File: src/design/fdf_pkg.sv
// Shared constants, types and state encodings for the fractional derivative FIR.
// Used by fdf_wgen, fdf_mac and fractional_derivative_fir_core; depends on nothing.

package fdf_pkg;

   // Default sizing
   localparam int TAPS_DEFAULT         = 1024;
   localparam int SAMPLE_WIDTH_DEFAULT = 16;

   // Port field widths
   localparam int IN_WIDTH    = 16;
   localparam int OUT_WIDTH   = 20;
   localparam int ALPHA_WIDTH = 18;
   localparam int ALPHA_FRAC  = 16;

   // Weights are Q2.30
   localparam int WEIGHT_WIDTH = 32;
   localparam int FRAC_BITS    = 30;

   localparam logic [ALPHA_WIDTH-1:0]  ALPHA_RESET = 18'd32768;
   localparam logic [WEIGHT_WIDTH-1:0] W_ONE       = 32'h4000_0000;
   localparam logic [WEIGHT_WIDTH-1:0] W_MAX       = 32'h7FFF_FFFF;
   localparam logic [WEIGHT_WIDTH-1:0] W_MIN       = 32'h8000_0000;

   localparam logic signed [OUT_WIDTH-1:0] OUT_MAX = 20'sh7FFFF;
   localparam logic signed [OUT_WIDTH-1:0] OUT_MIN = 20'sh80000;

   // Top level sequencing
   typedef enum logic [1:0] {
      ST_IDLE,
      ST_GEN,
      ST_MAC,
      ST_DRAIN
   } fdf_state_type;

   // Weight generator sequencing
   typedef enum logic [2:0] {
      WG_IDLE,
      WG_MUL,
      WG_PREP,
      WG_DIV,
      WG_STORE
   } fdf_wg_state_type;

   // One finished result
   typedef struct packed {
      logic signed [OUT_WIDTH-1:0] derivative;
      logic                        saturated;
   } fdf_result_type;

endpackage

File: src/design/fdf_mac.sv
// Shared multiply-accumulate walking weight and sample history memories, with
// rounding and output saturation. Uses fdf_pkg.

module fdf_mac #(
   parameter int TAPS         = fdf_pkg::TAPS_DEFAULT,
   parameter int SAMPLE_WIDTH = fdf_pkg::SAMPLE_WIDTH_DEFAULT
) (
   input  logic                               clock,
   input  logic                               reset,
   input  logic                               start,
   input  logic [$clog2(TAPS)-1:0]            base,
   input  logic [$clog2(TAPS+1)-1:0]          fill,
   output logic [$clog2(TAPS)-1:0]            hist_addr,
   input  logic signed [SAMPLE_WIDTH-1:0]     hist_data,
   output logic [$clog2(TAPS)-1:0]            wt_addr,
   input  logic [fdf_pkg::WEIGHT_WIDTH-1:0]   wt_data,
   output logic                               done,
   output fdf_pkg::fdf_result_type            result
);

   localparam int KW      = $clog2(TAPS);
   localparam int FW      = $clog2(TAPS + 1);
   localparam int PRW     = fdf_pkg::WEIGHT_WIDTH + SAMPLE_WIDTH;
   localparam int TOP     = fdf_pkg::OUT_WIDTH + fdf_pkg::FRAC_BITS - 1;
   localparam int ACC_NAT = PRW + KW + 1;
   localparam int AW      = (ACC_NAT > TOP + 2) ? ACC_NAT : TOP + 2;

   logic                  run_ff, run_in;
   logic [KW-1:0]         idx_ff, idx_in;
   logic [KW-1:0]         hptr_ff, hptr_in;
   logic                  s1_vld_ff, s1_live_ff, s1_last_ff;
   logic                  s2_vld_ff, s2_last_ff;
   logic signed [PRW-1:0] prod_ff, prod_in;
   logic signed [AW-1:0]  acc_ff, acc_in;
   logic                  done_ff;

   logic                  issue_last;
   logic signed [AW-1:0]  rnd;
   logic [AW-1-TOP:0]     hi;
   logic                  in_range;

   assign issue_last = idx_ff == KW'(TAPS - 1);
   assign wt_addr    = idx_ff;
   assign hist_addr  = hptr_ff;

   // issue counter: weight index up, history index down with wrap
   always_comb begin
      run_in  = run_ff;
      idx_in  = idx_ff;
      hptr_in = hptr_ff;
      if (start) begin
         run_in  = 1'b1;
         idx_in  = '0;
         hptr_in = base;
      end else if (run_ff) begin
         run_in  = !issue_last;
         idx_in  = idx_ff + KW'(1);
         hptr_in = (hptr_ff == '0) ? KW'(TAPS - 1) : hptr_ff - KW'(1);
      end
   end

   // multiply; entries older than the fill count read as zero
   always_comb begin
      prod_in = '0;
      if (s1_live_ff) begin
         prod_in = $signed(wt_data) * hist_data;
      end
   end

   // accumulate
   always_comb begin
      acc_in = acc_ff;
      if (start) begin
         acc_in = '0;
      end else if (s2_vld_ff) begin
         acc_in = acc_ff + AW'(prod_ff);
      end
   end

   // round half up and saturate to the output range
   always_comb begin
      rnd      = acc_ff + (AW'(1) << (fdf_pkg::FRAC_BITS - 1));
      hi       = rnd[AW-1:TOP];
      in_range = (&hi) || !(|hi);
      if (in_range) begin
         result.derivative = $signed(rnd[TOP:fdf_pkg::FRAC_BITS]);
      end else begin
         result.derivative = rnd[AW-1] ? fdf_pkg::OUT_MIN : fdf_pkg::OUT_MAX;
      end
      result.saturated = !in_range;
   end

   assign done = done_ff;

   // registers
   always_ff @(posedge clock) begin
      if (reset) begin
         run_ff    <= 1'b0;
         s1_vld_ff <= 1'b0;
         s2_vld_ff <= 1'b0;
         done_ff   <= 1'b0;
      end else begin
         run_ff    <= run_in;
         s1_vld_ff <= run_ff;
         s2_vld_ff <= s1_vld_ff;
         done_ff   <= s2_vld_ff && s2_last_ff;
      end
      idx_ff     <= idx_in;
      hptr_ff    <= hptr_in;
      s1_live_ff <= FW'(idx_ff) < fill;
      s1_last_ff <= issue_last;
      s2_last_ff <= s1_last_ff;
      prod_ff    <= prod_in;
      acc_ff     <= acc_in;
   end

endmodule

File: config.mk
export PLATFORM = sky130hd
export DESIGN_NAME = fdf_mac
export DESIGN_NICKNAME = d
export VERILOG_FILES = /design/src/design/fdf_pkg.sv /design/src/design/fdf_mac.sv
export SDC_FILE = /design/constraint.sdc
export NUM_CORES = 2
export LEC_CHECK = 0
export BUFFER_PORTS_ARGS = -buffer_cell sky130_fd_sc_hd__buf_2
export CAP_MARGIN = 20
export CORE_ASPECT_RATIO = 1.4
export CORE_MARGIN = 2
export CORE_UTILIZATION = 40
export CTS_BUF_LIST = sky130_fd_sc_hd__clkbuf_4
export DETAILED_ROUTE_END_ITERATION = 8
export GPL_TIMING_DRIVEN = 1
export PLACE_DENSITY_LB_ADDON = 0.3
export SYNTH_ARGS = -nofsm -noshare
export SYNTH_HDL_FRONTEND = slang
export SYNTH_SLANG_ARGS = --single-unit
export TNS_END_PERCENT = 5
File: constraint.sdc
create_clock -name clock -period 14.45 [get_ports clock]
set_input_delay 2.89 -clock clock [delete_from_list [all_inputs] [get_ports clock]]
set_output_delay 2.89 -clock clock [all_outputs]
set_load 0.02 [all_outputs]
Yosys cells after proc, flatten, opt, wreduce, memory -nomap -nowiden

Index checks and enable logic that the tools add are counted.

Logic and storage cells: 34
Latch bits: 0
Bits in writable memories: 0
Register bits: 134
ROM bits: 0
Input port bits: 72
Memories kept: 0
Output and inout bits: 42

Add/subtract/negate cells: 4
$mul: 1
Reduce and logical (&&, ||, !) cells: 9
Mux-type cells: 7
Equal/unequal tests: 1
Div/mod/pow operators: 0
Shifts and indexed selects: 0
Order comparisons: 1
Bitwise logic cells: 0

Operator list:

| kind                                                | number |
|---|---|
| adder 59 x 31 -> 59 bit (second input constant)     | 1 |
| adder 59 x 48 -> 59 bit                             | 1 |
| multiplier 32 x 16 -> 48 bit                        | 1 |
| two-way mux 20 bit                                  | 2 |
| two-way mux 10 bit                                  | 3 |
| less-than comparator 10 x 11 -> 1 bit               | 1 |
| adder 10 x 1 -> 10 bit (second input constant)      | 1 |
| == test 10 bit (second input constant)              | 1 |
| logical NOT 10 bit                                  | 1 |
| AND reduction 10 bit                                | 1 |
| OR reduction 10 bit                                 | 1 |
| subtractor 10 x 1 -> 10 bit (second input constant) | 1 |
| logical NOT 1 bit                                   | 3 |
| two-way mux 1 bit                                   | 2 |
| nonzero test 2 bit                                  | 1 |
| logical AND 1 bit                                   | 1 |
| logical OR 1 bit                                    | 1 |

Longest topological paths before layout

Depth after elaboration: 5
Depth in mapped cells: 27
Depth with buffers taken out: 25

Least setup slack after synthesis

Ideal clock, no wire load.

Kind: input -> register
From: input hist_data[7]
To: register prod_ff[43]
Required time: 14.329 ns
Path slack: 5.645 ns
Buffers on the path: 1
Setup time: 0.121 ns
Stages: 24
Arrival: 8.684 ns
Cells stage by stage: clkbuf_1 -> nand2_1 -> fa_1 -> inv_1 -> fa_1 -> inv_1 -> fa_1 -> inv_1 -> fa_1 -> fa_1 -> inv_1 -> fa_1 -> inv_1 -> ha_1 -> a41o_1 -> a221oi_1 -> o221ai_1 -> inv_1 -> a211oi_1 -> a2111oi_2 -> nand2_1 -> a31oi_1 -> o21ai_1 -> mux2i_1

Cells in the longest elaborated chain, start to end: 1

Ends and longest elaborated chain:

| item                         | line           | source |
|---|---|---|
| start: declaration           | fdf_mac.sv:14  | `input logic signed [SAMPLE_WIDTH-1:0] hist_data,` |
| multiplier 32 x 16 -> 48 bit | fdf_mac.sv:66  | `prod_in = $signed(wt_data) * hist_data;` |
| end signal: assignment       | fdf_mac.sv:113 | `prod_ff <= prod_in;` |
| end: declaration             | fdf_mac.sv:33  | `logic signed [PRW-1:0] prod_ff, prod_in;` |

Every way passes these cells.
A chain may end at the register's enable or synchronous reset.

Final worst setup path

From: input hist_data[15]
To: register prod_ff[43]

The elaborated chain is that of the path after synthesis.

==> flow_metrics.py <==
metrics = {
    "global_routing": {
        "grt_usage": 0.199,
        "grt_pass1_vias": 21500,
        "grt-ovfl-total": 0,
        "grt_max_degree": 66,
        "antenna_found_initial": 2,
        "grt_first_pass_wirelength_mm": 110,
    },
    "synth": {
        "synth_top_area_frac": 0.365,
        "synth_cell_type_count": 88,
        "synth_top_flop_cell": "dfxtp_1",
        "yosysWarnings": 0,
        "synth_async_sr_flop_share": 0,
        "syn_area_um2": 26700,
        "avgSynthCellArea_um2": 8.60,
        "ys_ff_latch": 134,
        "synthCells": 3102,
        "yosysTopAreaCell": "fa_1",
        "synthTopCellsByArea": "fa_1 37%, dfxtp_1 9.3%, inv_1 8.8%",
        "synth_enable_flop_cells": 10,
        "seq_area_frac_synth": 0.104,
        "synthesis.nets": 3845,
    },
    "drt": {
        "drt_pass1_iterations": 5,
        "routed_wl_mm": 65.5,
        "viasPerCell": 5.07,
        "drc": 0,
        "ant_nets": 0,
        "drt_iter0_drc": 978,
        "vias": 20100,
        "routedWlPerCell_um": 16.5,
    },
    "placement": {
        "post-dp-hpwl_mm": 53.6,
        "gp_congestion": 0.878,
        "numPortBuffers": 113,
    },
    "hold_path": {
        "hp-class": "reg -> reg",
        "hold-path-cell-count": 0,
        "min_from": "s1_last_ff",
        "hold_end": "s2_last_ff",
    },
    "timing": {
        "clock_skew_ns": 0.0316,
        "clock.fmax_mhz": 106,
        "fin_crit_sh": 0.656,
        "period_needed_ns": 9.47,
        "finalSetupViolCount": 0,
        "finalHoldViolCount": 0,
        "tightest_slew_ns": 0.932,
        "rsz0062_at_grt": "false",
        "slew_headroom": 0.375,
        "drv_slew": 0,
        "setup-tns-final_ns": 0,
    },
    "setup_path": {
        "arrival_ns": 9.95,
        "critical_path_class": "in -> reg",
        "reg2reg_slack_ns": 10.92,
        "crit_fanout": 26,
        "required_ns": 14.93,
        "cp_slowest_cell": "clkinv_1",
        "cp_slowest_stage_delay_ns": 0.77,
        "crit_top_cell": "fa_1",
        "crit_path_end_kind": "flip-flop",
        "r2r_start": "prod_ff[0]",
        "ff2ff_path_depth": 13,
        "crit_chain": "buf_2 -> clkinv_1 -> nor2_1 -> fa_1 -> fa_1 -> fa_1 -> fa_1 -> fa_1 -> inv_1 -> fa_1 -> inv_1 -> ha_1 -> a21oi_1 -> o211ai_1 -> or4_1 -> a31oi_1 -> a211oi_1 -> a2111oi_2 -> nand2_1 -> a31oi_1 -> o21ai_1 -> mux2i_1",
        "r2r_end": "acc_ff[40]",
        "cp-start-kind": "primary input",
    },
    "clocking": {
        "clock_path_buffers": 2,
        "clock_sinks": 134,
        "clkTransAtPathRegs_ns": 0.13,
        "cts_tree": "yes",
        "htree_levels": 4,
        "cts_hold_buf": 0,
        "worst_skew_pair.late_latency_ns": 0.60,
        "cts_setup_buffers": 0,
        "numCtsBuffers": 17,
        "cts-root-buf": "clkbuf_4",
        "cts_resized": 0,
    },
    "floorplanning": {
        "die_width_um": 222,
        "die_area_um2": 68800,
        "core_um2": 66300,
        "placementRows": 112,
        "io-pin-count": 114,
        "initial_utilization": 0.403,
        "die_height_um": 310,
    },
    "finish": {
        "fin_nets": 3850,
        "layout_common_cells": "623 x inv_1, 487 x fa_1, 369 x nand2_1",
        "area_growth_pct": 5.49,
        "layout_commonest_cell": "inv_1",
        "drive_gt1_frac": 0.0609,
    },
    "outcome": {
        "status": "complete, no violations",
    },
    "flow_run": {
        "maxCapViolCount": 0,
    },
}
sequential cells by signal, indices dropped and copies added, names as in the netlist:
| name | flops |
|---|---|
| wt_addr | 10 |
| s2_vld_ff | 1 |
| s2_last_ff | 1 |
| hist_addr | 10 |
| run_ff | 1 |
| s1_vld_ff | 1 |
| s1_last_ff | 1 |
| acc_ff | 59 |
| done | 1 |
| s1_live_ff | 1 |
| prod_ff | 48 |
how the worst max path moves through the flow:
stage,from,to
after floorplan,hist_data[7],prod_ff[43]
after CTS,hist_data[15],prod_ff[43]
after global routing,hist_data[15],prod_ff[43]
after global placement,hist_data[15],prod_ff[43]
after detailed placement,hist_data[15],prod_ff[43]
final,hist_data[15],prod_ff[43]
cell families after synthesis:
logic type	count (synthesis)	share of synthesized area
multiplexers	41	0.0154
adder cells (fa/ha/maj)	671	0.452
buffers and inverters	757	0.107
XOR/XNOR	119	0.0391
flip-flops	134	0.104
AND/OR/NAND/NOR	976	0.180
AO/OA/AOI/OAI	404	0.103
metrics by stage:
step           instance area, um2  setup WS, ns  instances   util  hold WS [ns]
2_1_floorplan               26700          5.64       3102      -         0.310
3_3_place_gp                27900          4.45       3943  0.420         0.313
3_5_place_dp                27900          4.37       3943  0.420         0.316
4_1_cts                     28200          5.03       3975  0.425         0.356
5_1_grt                     28200          4.54       3976  0.425         0.356
6_report                    28200          4.98       3976  0.425         0.351
synthesized netlist by cell type, drive strengths merged (11+ instances only):
library cell and number:
inv 624, dfxtp 124, nor2 178, nand3 32
nand2b 32, o21bai 15, o21ai 69, nand4 25
and2 217, a21o 55, nand2 369, o31ai 11
a21oi 124, mux2i 41, and3 22, a31oi 15
o21a 13, clkbuf 123, ha 184, xnor2 65
nor3b 11, nor2b 21, fa 487, a211oi 22
xor2 54, nor3 19
metal layers:
layer	wire length, um	global-route usage	vias up
li1	-	-	9643
met1	27900	0.244	9996
met2	33500	0.368	418
met3	2620	0.0227	88
met5	11	0	-
met4	1420	0.0561	2
cell type report:
class | instances | area [um2]
antenna | 1 | 2.50
clock buffer | 17 | 128
clock inverter | 15 | 166
fill | 6685 | 38100
inverter | 626 | 2350
multi-input combinational | 2211 | 21100
sequential | 134 | 2790
tap | 855 | 1070
timing repair buffer | 117 | 598
worst max-delay path, delay by kind of cell:
family	cells	cell delay, ns
adders and majority gates	7	3.14
AOI/OAI and AO/OA	7	1.74
and+or+nand+nor	3	0.95
muxes	1	0.14
buffers and inverters	4	1.07
Power is left out: the tool's default activity adds up to more than one toggle a clock period on the data nets, which glitch-free logic cannot reach.
