File: src/design/fdf_pkg.sv
// Shared constants, types and state encodings for the fractional derivative FIR.
// Used by fdf_wgen, fdf_mac and fractional_derivative_fir_core; depends on nothing.

package fdf_pkg;

   // Default sizing
   localparam int TAPS_DEFAULT         = 1024;
   localparam int SAMPLE_WIDTH_DEFAULT = 16;

   // Port field widths
   localparam int IN_WIDTH    = 16;
   localparam int OUT_WIDTH   = 20;
   localparam int ALPHA_WIDTH = 18;
   localparam int ALPHA_FRAC  = 16;

   // Weights are Q2.30
   localparam int WEIGHT_WIDTH = 32;
   localparam int FRAC_BITS    = 30;

   localparam logic [ALPHA_WIDTH-1:0]  ALPHA_RESET = 18'd32768;
   localparam logic [WEIGHT_WIDTH-1:0] W_ONE       = 32'h4000_0000;
   localparam logic [WEIGHT_WIDTH-1:0] W_MAX       = 32'h7FFF_FFFF;
   localparam logic [WEIGHT_WIDTH-1:0] W_MIN       = 32'h8000_0000;

   localparam logic signed [OUT_WIDTH-1:0] OUT_MAX = 20'sh7FFFF;
   localparam logic signed [OUT_WIDTH-1:0] OUT_MIN = 20'sh80000;

   // Top level sequencing
   typedef enum logic [1:0] {
      ST_IDLE,
      ST_GEN,
      ST_MAC,
      ST_DRAIN
   } fdf_state_type;

   // Weight generator sequencing
   typedef enum logic [2:0] {
      WG_IDLE,
      WG_MUL,
      WG_PREP,
      WG_DIV,
      WG_STORE
   } fdf_wg_state_type;

   // One finished result
   typedef struct packed {
      logic signed [OUT_WIDTH-1:0] derivative;
      logic                        saturated;
   } fdf_result_type;

endpackage

File: src/design/fdf_wgen.sv
// Grunwald-Letnikov weight generator: w_k = w_{k-1}*(k-1-alpha)/k, Q2.30, rounded.
// Shared multiplier plus a bit-serial restoring divider. Uses fdf_pkg.

module fdf_wgen #(
   parameter int TAPS = fdf_pkg::TAPS_DEFAULT
) (
   input  logic                              clock,
   input  logic                              reset,
   input  logic                              start,
   input  logic [fdf_pkg::ALPHA_WIDTH-1:0]   alpha,
   output logic                              done,
   output logic                              wr_en,
   output logic [$clog2(TAPS)-1:0]           wr_addr,
   output logic [fdf_pkg::WEIGHT_WIDTH-1:0]  wr_data
);

   localparam int KW  = $clog2(TAPS);
   localparam int NW  = (KW + fdf_pkg::ALPHA_FRAC > fdf_pkg::ALPHA_WIDTH) ?
                        KW + fdf_pkg::ALPHA_FRAC : fdf_pkg::ALPHA_WIDTH;
   localparam int WW  = fdf_pkg::WEIGHT_WIDTH;
   localparam int PRW = WW + NW;
   localparam int DVW = PRW + 1 - fdf_pkg::ALPHA_FRAC;
   localparam int CW  = $clog2(DVW);

   fdf_pkg::fdf_wg_state_type state_ff, state_in;

   logic [WW-1:0]  w_ff, w_in;
   logic [KW-1:0]  k_ff, k_in;
   logic [PRW-1:0] prod_ff, prod_in;
   logic           neg_ff, neg_in;
   logic [DVW-1:0] div_ff, div_in;
   logic [KW-1:0]  rem_ff, rem_in;
   logic [CW-1:0]  bit_ff, bit_in;

   logic [KW-1:0]  k_m1;
   logic [NW-1:0]  num_k;
   logic [NW-1:0]  num_a;
   logic [NW:0]    numer;
   logic           neg_n;
   logic [NW-1:0]  mn;
   logic [WW-1:0]  mw;
   logic [PRW:0]   rnd_sum;
   logic [KW:0]    trial;
   logic           ge;
   logic           big;
   logic           q_is_min;
   logic           last_k;
   logic [WW-1:0]  w_new;

   // numerator (k-1)*2^16 - alpha and magnitudes of both factors
   always_comb begin
      k_m1  = k_ff - KW'(1);
      num_k = NW'({k_m1, {fdf_pkg::ALPHA_FRAC{1'b0}}});
      num_a = NW'(alpha);
      numer = {1'b0, num_k} - {1'b0, num_a};
      neg_n = numer[NW];
      mn    = neg_n ? NW'(-numer) : numer[NW-1:0];
      mw    = w_ff[WW-1] ? -w_ff : w_ff;
   end

   // rounding offset: half of k*2^16, then drop the 2^16
   assign rnd_sum = (PRW+1)'(prod_ff) + (PRW+1)'({k_ff, {(fdf_pkg::ALPHA_FRAC-1){1'b0}}});

   // one restoring division step
   always_comb begin
      trial = {rem_ff, div_ff[DVW-1]};
      ge    = trial >= {1'b0, k_ff};
   end

   // quotient to weight with sign and Q2.30 saturation
   always_comb begin
      big      = |div_ff[DVW-1:WW-1];
      q_is_min = div_ff == (DVW'(1) << (WW-1));
      if (neg_ff) begin
         w_new = (big && !q_is_min) ? fdf_pkg::W_MIN : -div_ff[WW-1:0];
      end else begin
         w_new = big ? fdf_pkg::W_MAX : div_ff[WW-1:0];
      end
   end

   assign last_k = k_ff == KW'(TAPS - 1);

   // next state
   always_comb begin
      state_in = state_ff;
      case (state_ff)
         fdf_pkg::WG_IDLE: begin
            if (start) begin
               state_in = fdf_pkg::WG_MUL;
            end
         end
         fdf_pkg::WG_MUL:  state_in = fdf_pkg::WG_PREP;
         fdf_pkg::WG_PREP: state_in = fdf_pkg::WG_DIV;
         fdf_pkg::WG_DIV: begin
            if (bit_ff == '0) begin
               state_in = fdf_pkg::WG_STORE;
            end
         end
         fdf_pkg::WG_STORE: begin
            state_in = last_k ? fdf_pkg::WG_IDLE : fdf_pkg::WG_MUL;
         end
         default: state_in = fdf_pkg::WG_IDLE;
      endcase
   end

   // outputs: weight RAM write and completion
   always_comb begin
      wr_en   = 1'b0;
      wr_addr = k_ff;
      wr_data = w_new;
      done    = 1'b0;
      case (state_ff)
         fdf_pkg::WG_IDLE: begin
            if (start) begin
               wr_en   = 1'b1;
               wr_addr = '0;
               wr_data = fdf_pkg::W_ONE;
            end
         end
         fdf_pkg::WG_STORE: begin
            wr_en = 1'b1;
            done  = last_k;
         end
         default: begin
            wr_en = 1'b0;
         end
      endcase
   end

   // datapath next values
   always_comb begin
      w_in    = w_ff;
      k_in    = k_ff;
      prod_in = prod_ff;
      neg_in  = neg_ff;
      div_in  = div_ff;
      rem_in  = rem_ff;
      bit_in  = bit_ff;
      case (state_ff)
         fdf_pkg::WG_IDLE: begin
            if (start) begin
               w_in = fdf_pkg::W_ONE;
               k_in = KW'(1);
            end
         end
         fdf_pkg::WG_MUL: begin
            prod_in = mw * mn;
            neg_in  = neg_n ^ w_ff[WW-1];
         end
         fdf_pkg::WG_PREP: begin
            div_in = rnd_sum[PRW:fdf_pkg::ALPHA_FRAC];
            rem_in = '0;
            bit_in = CW'(DVW - 1);
         end
         fdf_pkg::WG_DIV: begin
            rem_in = ge ? KW'(trial - {1'b0, k_ff}) : trial[KW-1:0];
            div_in = {div_ff[DVW-2:0], ge};
            bit_in = bit_ff - CW'(1);
         end
         fdf_pkg::WG_STORE: begin
            w_in = w_new;
            k_in = k_ff + KW'(1);
         end
         default: begin
            w_in = w_ff;
         end
      endcase
   end

   // registers
   always_ff @(posedge clock) begin
      if (reset) begin
         state_ff <= fdf_pkg::WG_IDLE;
      end else begin
         state_ff <= state_in;
      end
      w_ff    <= w_in;
      k_ff    <= k_in;
      prod_ff <= prod_in;
      neg_ff  <= neg_in;
      div_ff  <= div_in;
      rem_ff  <= rem_in;
      bit_ff  <= bit_in;
   end

endmodule

File: config.mk
export PLATFORM = sky130hd
export DESIGN_NAME = fdf_wgen
export DESIGN_NICKNAME = d
export VERILOG_FILES = /design/src/design/fdf_pkg.sv /design/src/design/fdf_wgen.sv
export SDC_FILE = /design/constraint.sdc
export NUM_CORES = 2
export LEC_CHECK = 0
export BUFFER_PORTS_ARGS = -buffer_cell sky130_fd_sc_hd__buf_2
export CELL_PAD_IN_SITES_DETAIL_PLACEMENT = 0
export CELL_PAD_IN_SITES_GLOBAL_PLACEMENT = 2
export CORE_ASPECT_RATIO = 1.25
export CORE_MARGIN = 5
export CORE_UTILIZATION = 42
export DETAILED_ROUTE_END_ITERATION = 10
export PLACE_DENSITY = 0.85
export RECOVER_POWER = 100
export SYNTH_ARGS = -nofsm -noshare
export SYNTH_HDL_FRONTEND = slang
export SYNTH_SLANG_ARGS = --single-unit
export TNS_END_PERCENT = 1
File: constraint.sdc
create_clock -name clock -period 14.1 [get_ports clock]
set_clock_uncertainty 0.15 [all_clocks]
set_input_delay 0.705 -clock clock [delete_from_list [all_inputs] [get_ports clock]]
set_output_delay 0.705 -clock clock [all_outputs]
set_load 0.01 [all_outputs]
* Word-level counts from Yosys, hierarchy flattened
Cells that the tools add are included.
Operators by class: add/sub/neg operators 9, $mul 1, magnitude comparators 1, eq/ne operators 8, muxes and demuxes 24, bitwise operators 1, reduce and logical (&&, ||, !) cells 9
Operators with widths (count):
- 2-to-1 mux 32 bit | 7
- one-hot mux 43 bit (2 select lines) | 1
- negator 32 bit | 2
- one-hot mux 32 bit (2 select lines) | 1
- adder 58 x 25 -> 59 bit | 1
- multiplier 32 x 26 -> 58 bit | 1
- == test 43 x 32 -> 1 bit, second input constant | 1
- 2-to-1 mux 10 bit | 4
- one-hot mux 10 bit (2 select lines) | 2
- subtractor 26 x 18 -> 27 bit | 1
- 2-to-1 mux 26 bit | 1
- negator 26 bit | 1
- one-hot mux 3 bit (5 select lines) | 1
- one-hot mux 6 bit (2 select lines) | 1
- OR reduction 12 bit | 1
- greater-or-equal comparator 11 x 10 -> 1 bit | 1
- adder 10 x 1 -> 10 bit, second input constant | 1
- == test 10 bit, second input constant | 1
- subtractor 10 x 1 -> 10 bit, second input constant | 1
- subtractor 10 bit | 1
- == test 3 x 2 -> 1 bit, second input constant | 2
- logical NOT 6 bit | 1
- 2-to-1 mux 3 bit | 2
- subtractor 6 x 1 -> 6 bit, second input constant | 1
- 11 further kinds | 16
Word-level totals: register bits 163, logic and storage cells 61

* Longest topological paths before layout
depth after elaboration 7, depth in mapped cells 42

* Worst setup path before layout
Ideal clock, no wire load.
kind input-to-reg, from input port alpha[0] in the netlist's numbering, to register prod_ff[49] (data pin), setup time 260 ps, arrival 9926 ps, required time 13690 ps, slack 3763 ps, cell stages on the path 38, buffers on the path 5, cells stage by stage clkbuf_1 inv_2 buf_1 ha_1 nand2b_1 or4_1 buf_2 nor3_1 nand2_1 o22a_1 or2_2 o31ai_1 xnor2_1 clkbuf_1 nand2_1 fa_1 inv_1 fa_1 [2 not listed] fa_1 fa_1 fa_1 fa_1 inv_1 ha_1 clkbuf_1 a21oi_1 o21bai_1 a21oi_1 o21ai_0 a21oi_1 o21ai_0 a41o_1 o31ai_4 o31ai_4 a21oi_2 xnor2_1
Between the ends: word-level cells in the longest chain between the ends 4
RTL lines:
- start, declared | RTL line fdf_wgen.sv:10 | input logic [fdf_pkg::ALPHA_WIDTH-1:0] alpha,
- subtractor 26 x 18 -> 27 bit * | RTL line fdf_wgen.sv:55 | numer = {1'b0, num_k} - {1'b0, num_a};
- negator 26 bit | RTL line fdf_wgen.sv:57 | mn = neg_n ? NW'(-numer) : numer[NW-1:0];
- 2-to-1 mux 26 bit * | RTL line fdf_wgen.sv:57
- multiplier 32 x 26 -> 58 bit * | RTL line fdf_wgen.sv:147 | prod_in = mw * mn;
- end signal, assigned | RTL line fdf_wgen.sv:179 | prod_ff <= prod_in;
- end, declared | RTL line fdf_wgen.sv:29 | logic [PRW-1:0] prod_ff, prod_in;
Every way passes the cells marked *; elsewhere a longest branch is shown, timed or not. A chain may end at the register's enable or synchronous reset.

* Worst setup path in the final report
from register k_ff[0], to register prod_ff[55] (data pin)
Between the ends: word-level cells in the longest chain between the ends 5
RTL lines:
- start, declared | RTL line fdf_wgen.sv:28 | logic [KW-1:0] k_ff, k_in;
- start signal, assigned | RTL line fdf_wgen.sv:178 | k_ff <= k_in;
- subtractor 10 x 1 -> 10 bit * | RTL line fdf_wgen.sv:52 | k_m1 = k_ff - KW'(1);
- named net k_m1[0] | RTL line fdf_wgen.sv:35 | logic [KW-1:0] k_m1;
- subtractor 26 x 18 -> 27 bit * | RTL line fdf_wgen.sv:55
- negator 26 bit | RTL line fdf_wgen.sv:57
- 2-to-1 mux 26 bit * | RTL line fdf_wgen.sv:57
- multiplier 32 x 26 -> 58 bit * | RTL line fdf_wgen.sv:147
Mark *: on every way through the listed nets, which the timed path passes. The rest lies on a longest branch.

==> PnR_summary.wiki <==
{| class="wikitable"
! Metric !! Value
|-
| Seq/Total Area, Yosys || 12.3%
|-
| Post-Layout Cell Count || 5201
|-
| PortBufs || between 60 and 70
|-
| Category of the critical setup timing path || flip-flop to flip-flop
|-
| Min-delay src || reset
|-
| Post-CTS Resized || 0
|-
| Full die area || 91300 µm²
|-
| Via count || 28.0k
|-
| Clock insertion delay at the later pin of the skew report || approximately 0.45 ns
|-
| Synth warn || 0
|-
| Yosys reg bits || 148
|-
| Iteration-0 DRC Markers || 1714
|-
| # nets final || 5059
|-
| First-pass GRT wire length || 178000 µm
|-
| Clock slew at the register clock pins of the worst setup and hold paths || 0.07 ns
|-
| Largest cells by area after synthesis || fa_1 40%, edfxtp_1 12%, inv_1 8.3%
|-
| Pin count of the biggest net entering global routing || 69
|-
| Worst reg2reg startpoint || k_ff[0]
|-
| TritonCTS Buffers || 17
|-
| Library cell with the highest instance count after synthesis || inv_1
|-
| Number of global-route vias before repair || 29.7k
|-
| Post-synth design cell area || 35900 µm²
|-
| Outcome || finished with violations
|-
| Aggregate negative setup slack || 0 ns
|-
| Maximum fanout along the worst path || 14
|-
| Fraction of final layout cells with drive strength greater than 1 || under 10%
|-
| Count of TritonRoute iterations in the first routing pass || 5
|-
| Synth-to-Final Area Change || 6.99%
|-
| Layout Cell Area excl Fill || about 38000 µm²
|-
| Required time of the critical path || 14.14 ns
|-
| Routability-driven placement congestion ratio || about 0.9
|-
| Floorplan die width || approximately 270 µm
|-
| Main synth FF type || edfxtp_1
|-
| Hold buffer count at cts || 0
|-
| Post-CTS Setup Bufs || 0
|-
| Classification of the worst-slack hold path || input port to flip-flop
|-
| Timing-limited maximum frequency || 0.0814 GHz
|-
| Average wire per standard cell || 22.1 µm
|-
| Start point of the critical path || k_ff[0]
|-
| Failing checks || max-capacitance violations, max-slew violations
|-
| Root Driver || clkbuf_16
|-
| Post-synthesis instance total || 4100
|-
| Most used cell along the critical path || fa_1
|-
| Placement-stage worst setup slack || 2.30 ns
|-
| Number of clock sinks || 148
|-
| DIE HEIGHT || 337 µm
|-
| Max-slew violations || 192
|-
| Avg Cell Area, Syn || around 8.7 µm²
|-
| Register-to-register path setup slack || roughly 1.8 ns
|-
| Number of antenna violations at the first check in global routing || 3
|-
| Kind of launch point of the worst setup path || flip-flop
|-
| Relative slew slack || -96.5%
|-
| Leading post-synthesis cells by instance count || 796 x inv_1, 719 x fa_1, 638 x nand2_1
|-
| RSZ-0062 raised after global routing || false
|-
| Post-layout minimum cycle time || 12.29 ns
|-
| Placeable Area || 84400 µm²
|-
| Yosys top cell by area || fa_1
|-
| Detailed-route DRC error count || 0
|-
| Arrival time of the worst setup path || 12.33 ns
|-
| Placed Instance Area || 38000 µm²
|-
| Per-cell via count in the routed design || 5.39
|-
| CTS tree || yes
|-
| Placement row count || 119
|-
| Placed wire-length estimate after detailed placement || around 90000 µm
|-
| CTS max path bufs || 2
|-
| Async set-or-reset flop fraction in the synthesized netlist || 0%
|-
| Synthesized net count || 5061
|-
| Final global-route overflow total || 0
|-
| Post-synth cell types || 80
|-
| Final setup slack of the worst path || 1.81 ns
|-
| Number of max-cap violations || 5
|-
| Count of H-tree levels built during CTS || 4
|-
| Number of filler instances in the final layout || 8403
|-
| Total Wirelength || 115000 µm
|-
| Slowest stage delay, CP || 1.40 ns
|-
| Starting utilization of the core area || 42.5%
|-
| Antenna violation net count after detailed routing || 0
|-
| Total instance count after detailed placement || 5168
|-
| Count of flip-flops with a built-in enable after synthesis || 145
|-
| Worst-margin pin slew || 2.95 ns
|-
| Top-area cell type share of the netlist area || 40.1%
|-
| Fin. Hold Viols || 0
|-
| Nature of the critical path endpoint || flip-flop
|-
| Post-route clock period utilization || 87.1%
|-
| Global Route Usage Sum || between 20% and 30%
|-
| Total of endpoints with negative setup slack in the final report || 0
|-
| Slowest-stage cell, CP || nor3_1
|-
| Number of I/O pins || 65
|}
## sequential cells by signal, summed over array words and instances, names as in the netlist
register  count
rem_ff       10
w_ff         32
k_ff         10
prod_ff      43
div_ff       43
bit_ff        6
state_ff      3
neg_ff        1
## worst max-delay path, delay by kind of cell, from the launching register on
family | cells | cell delay (ns)
adders and majority gates | 10 | 4.29
xor gates and xnor gates | 2 | 1.14
AOI/OAI and AO/OA | 12 | 3.54
and+or+nand+nor | 3 | 1.94
buffers and inverters | 4 | 0.34
DFF | 1 | 0.59
## routing by layer
layer	wire length [µm]	track usage (%)	up-vias
met1	45200	31.4	14400
met3	6220	2.98	189
met5	0	0	-
li1	-	-	12600
met2	58900	46.4	827
met4	4810	8.87	0
## worst paths after layout
| check | depth (start not counted) | to |
|---|---|---|
| worst max-delay path | 31 | prod_ff[55] |
| worst min register to register | 2 | div_ff[37] |
| worst min-delay path | 2 | state_ff[0] |
| worst max register to register | 31 | prod_ff[55] |
## layout make-up
cell class | instances | area [µm²] | area share [%]
well taps | 1089 | 1360 | 3.55
flip-flops and latches | 148 | 4410 | 11.5
repair buffers | 159 | 947 | 2.47
multi-input cells | 2974 | 28100 | 73.2
diodes | 1 | 2.50 | 0.00652
clock inverters | 14 | 138 | 0.359
inverters | 798 | 3000 | 7.81
clock buffers | 18 | 429 | 1.12
## metrics by stage
step / utilization, % / hold slack, ns
2_1_floorplan: - / 0.361
3_3_place_gp: 45.0 / 0.392
3_5_place_dp: 45.0 / 0.399
4_1_cts: 45.6 / 0.293
5_1_grt: 45.4 / 0.307
6_report: 45.4 / 0.309
## logic make-up (layout without fill, tap and decap cells)
family          after synthesis  count (layout)  synth area share [%]
flops                       148             148                  12.3
xor+xnor                    204             204                  4.98
compound gates              387             387                  7.19
other cells                   0               1                     0
buf+inv                     978             989                  10.2
fa+ha+maj                   940             940                  47.9
mux                           6               6                 0.174
simple gates               1437            1437                  17.2
## cells in the final DEF (no fill, tap or decap), drive strengths merged, types with 4 or more instances in the layout
cell type  synthesis  final
and3              15     15
o41ai             10     10
xor2              65     65
o21bai             8      8
nor2             471    471
xnor2            139    139
nor3              59     59
and2              50     50
or3               24     24
nand3             42     42
nand2b            22     22
mux2i              4      4
nor2b             18     18
o211ai             5      5
clkbuf           176     69
a31oi             13     13
a211o              8      8
or2               12     12
nor3b             20     20
a21boi             8      8
inv              797    798
o31ai             16     16
nand2            638    638
a21o              30     30
ha               221    221
fa               719    719
edfxtp           145    145
a31o               4      4
nor4              22     22
a21oi             89     89
o21ai            112    112
o21a              11     11
a22oi              4      4
and4               5      5
or4               10     10
buf                4    108
a211oi            33     33
a2111oi           10     10
nand4             20     20
clkinv             1      9
Power is left out: the tool's default activity adds up to more than one toggle a clock period on the data nets, which glitch-free logic cannot reach.
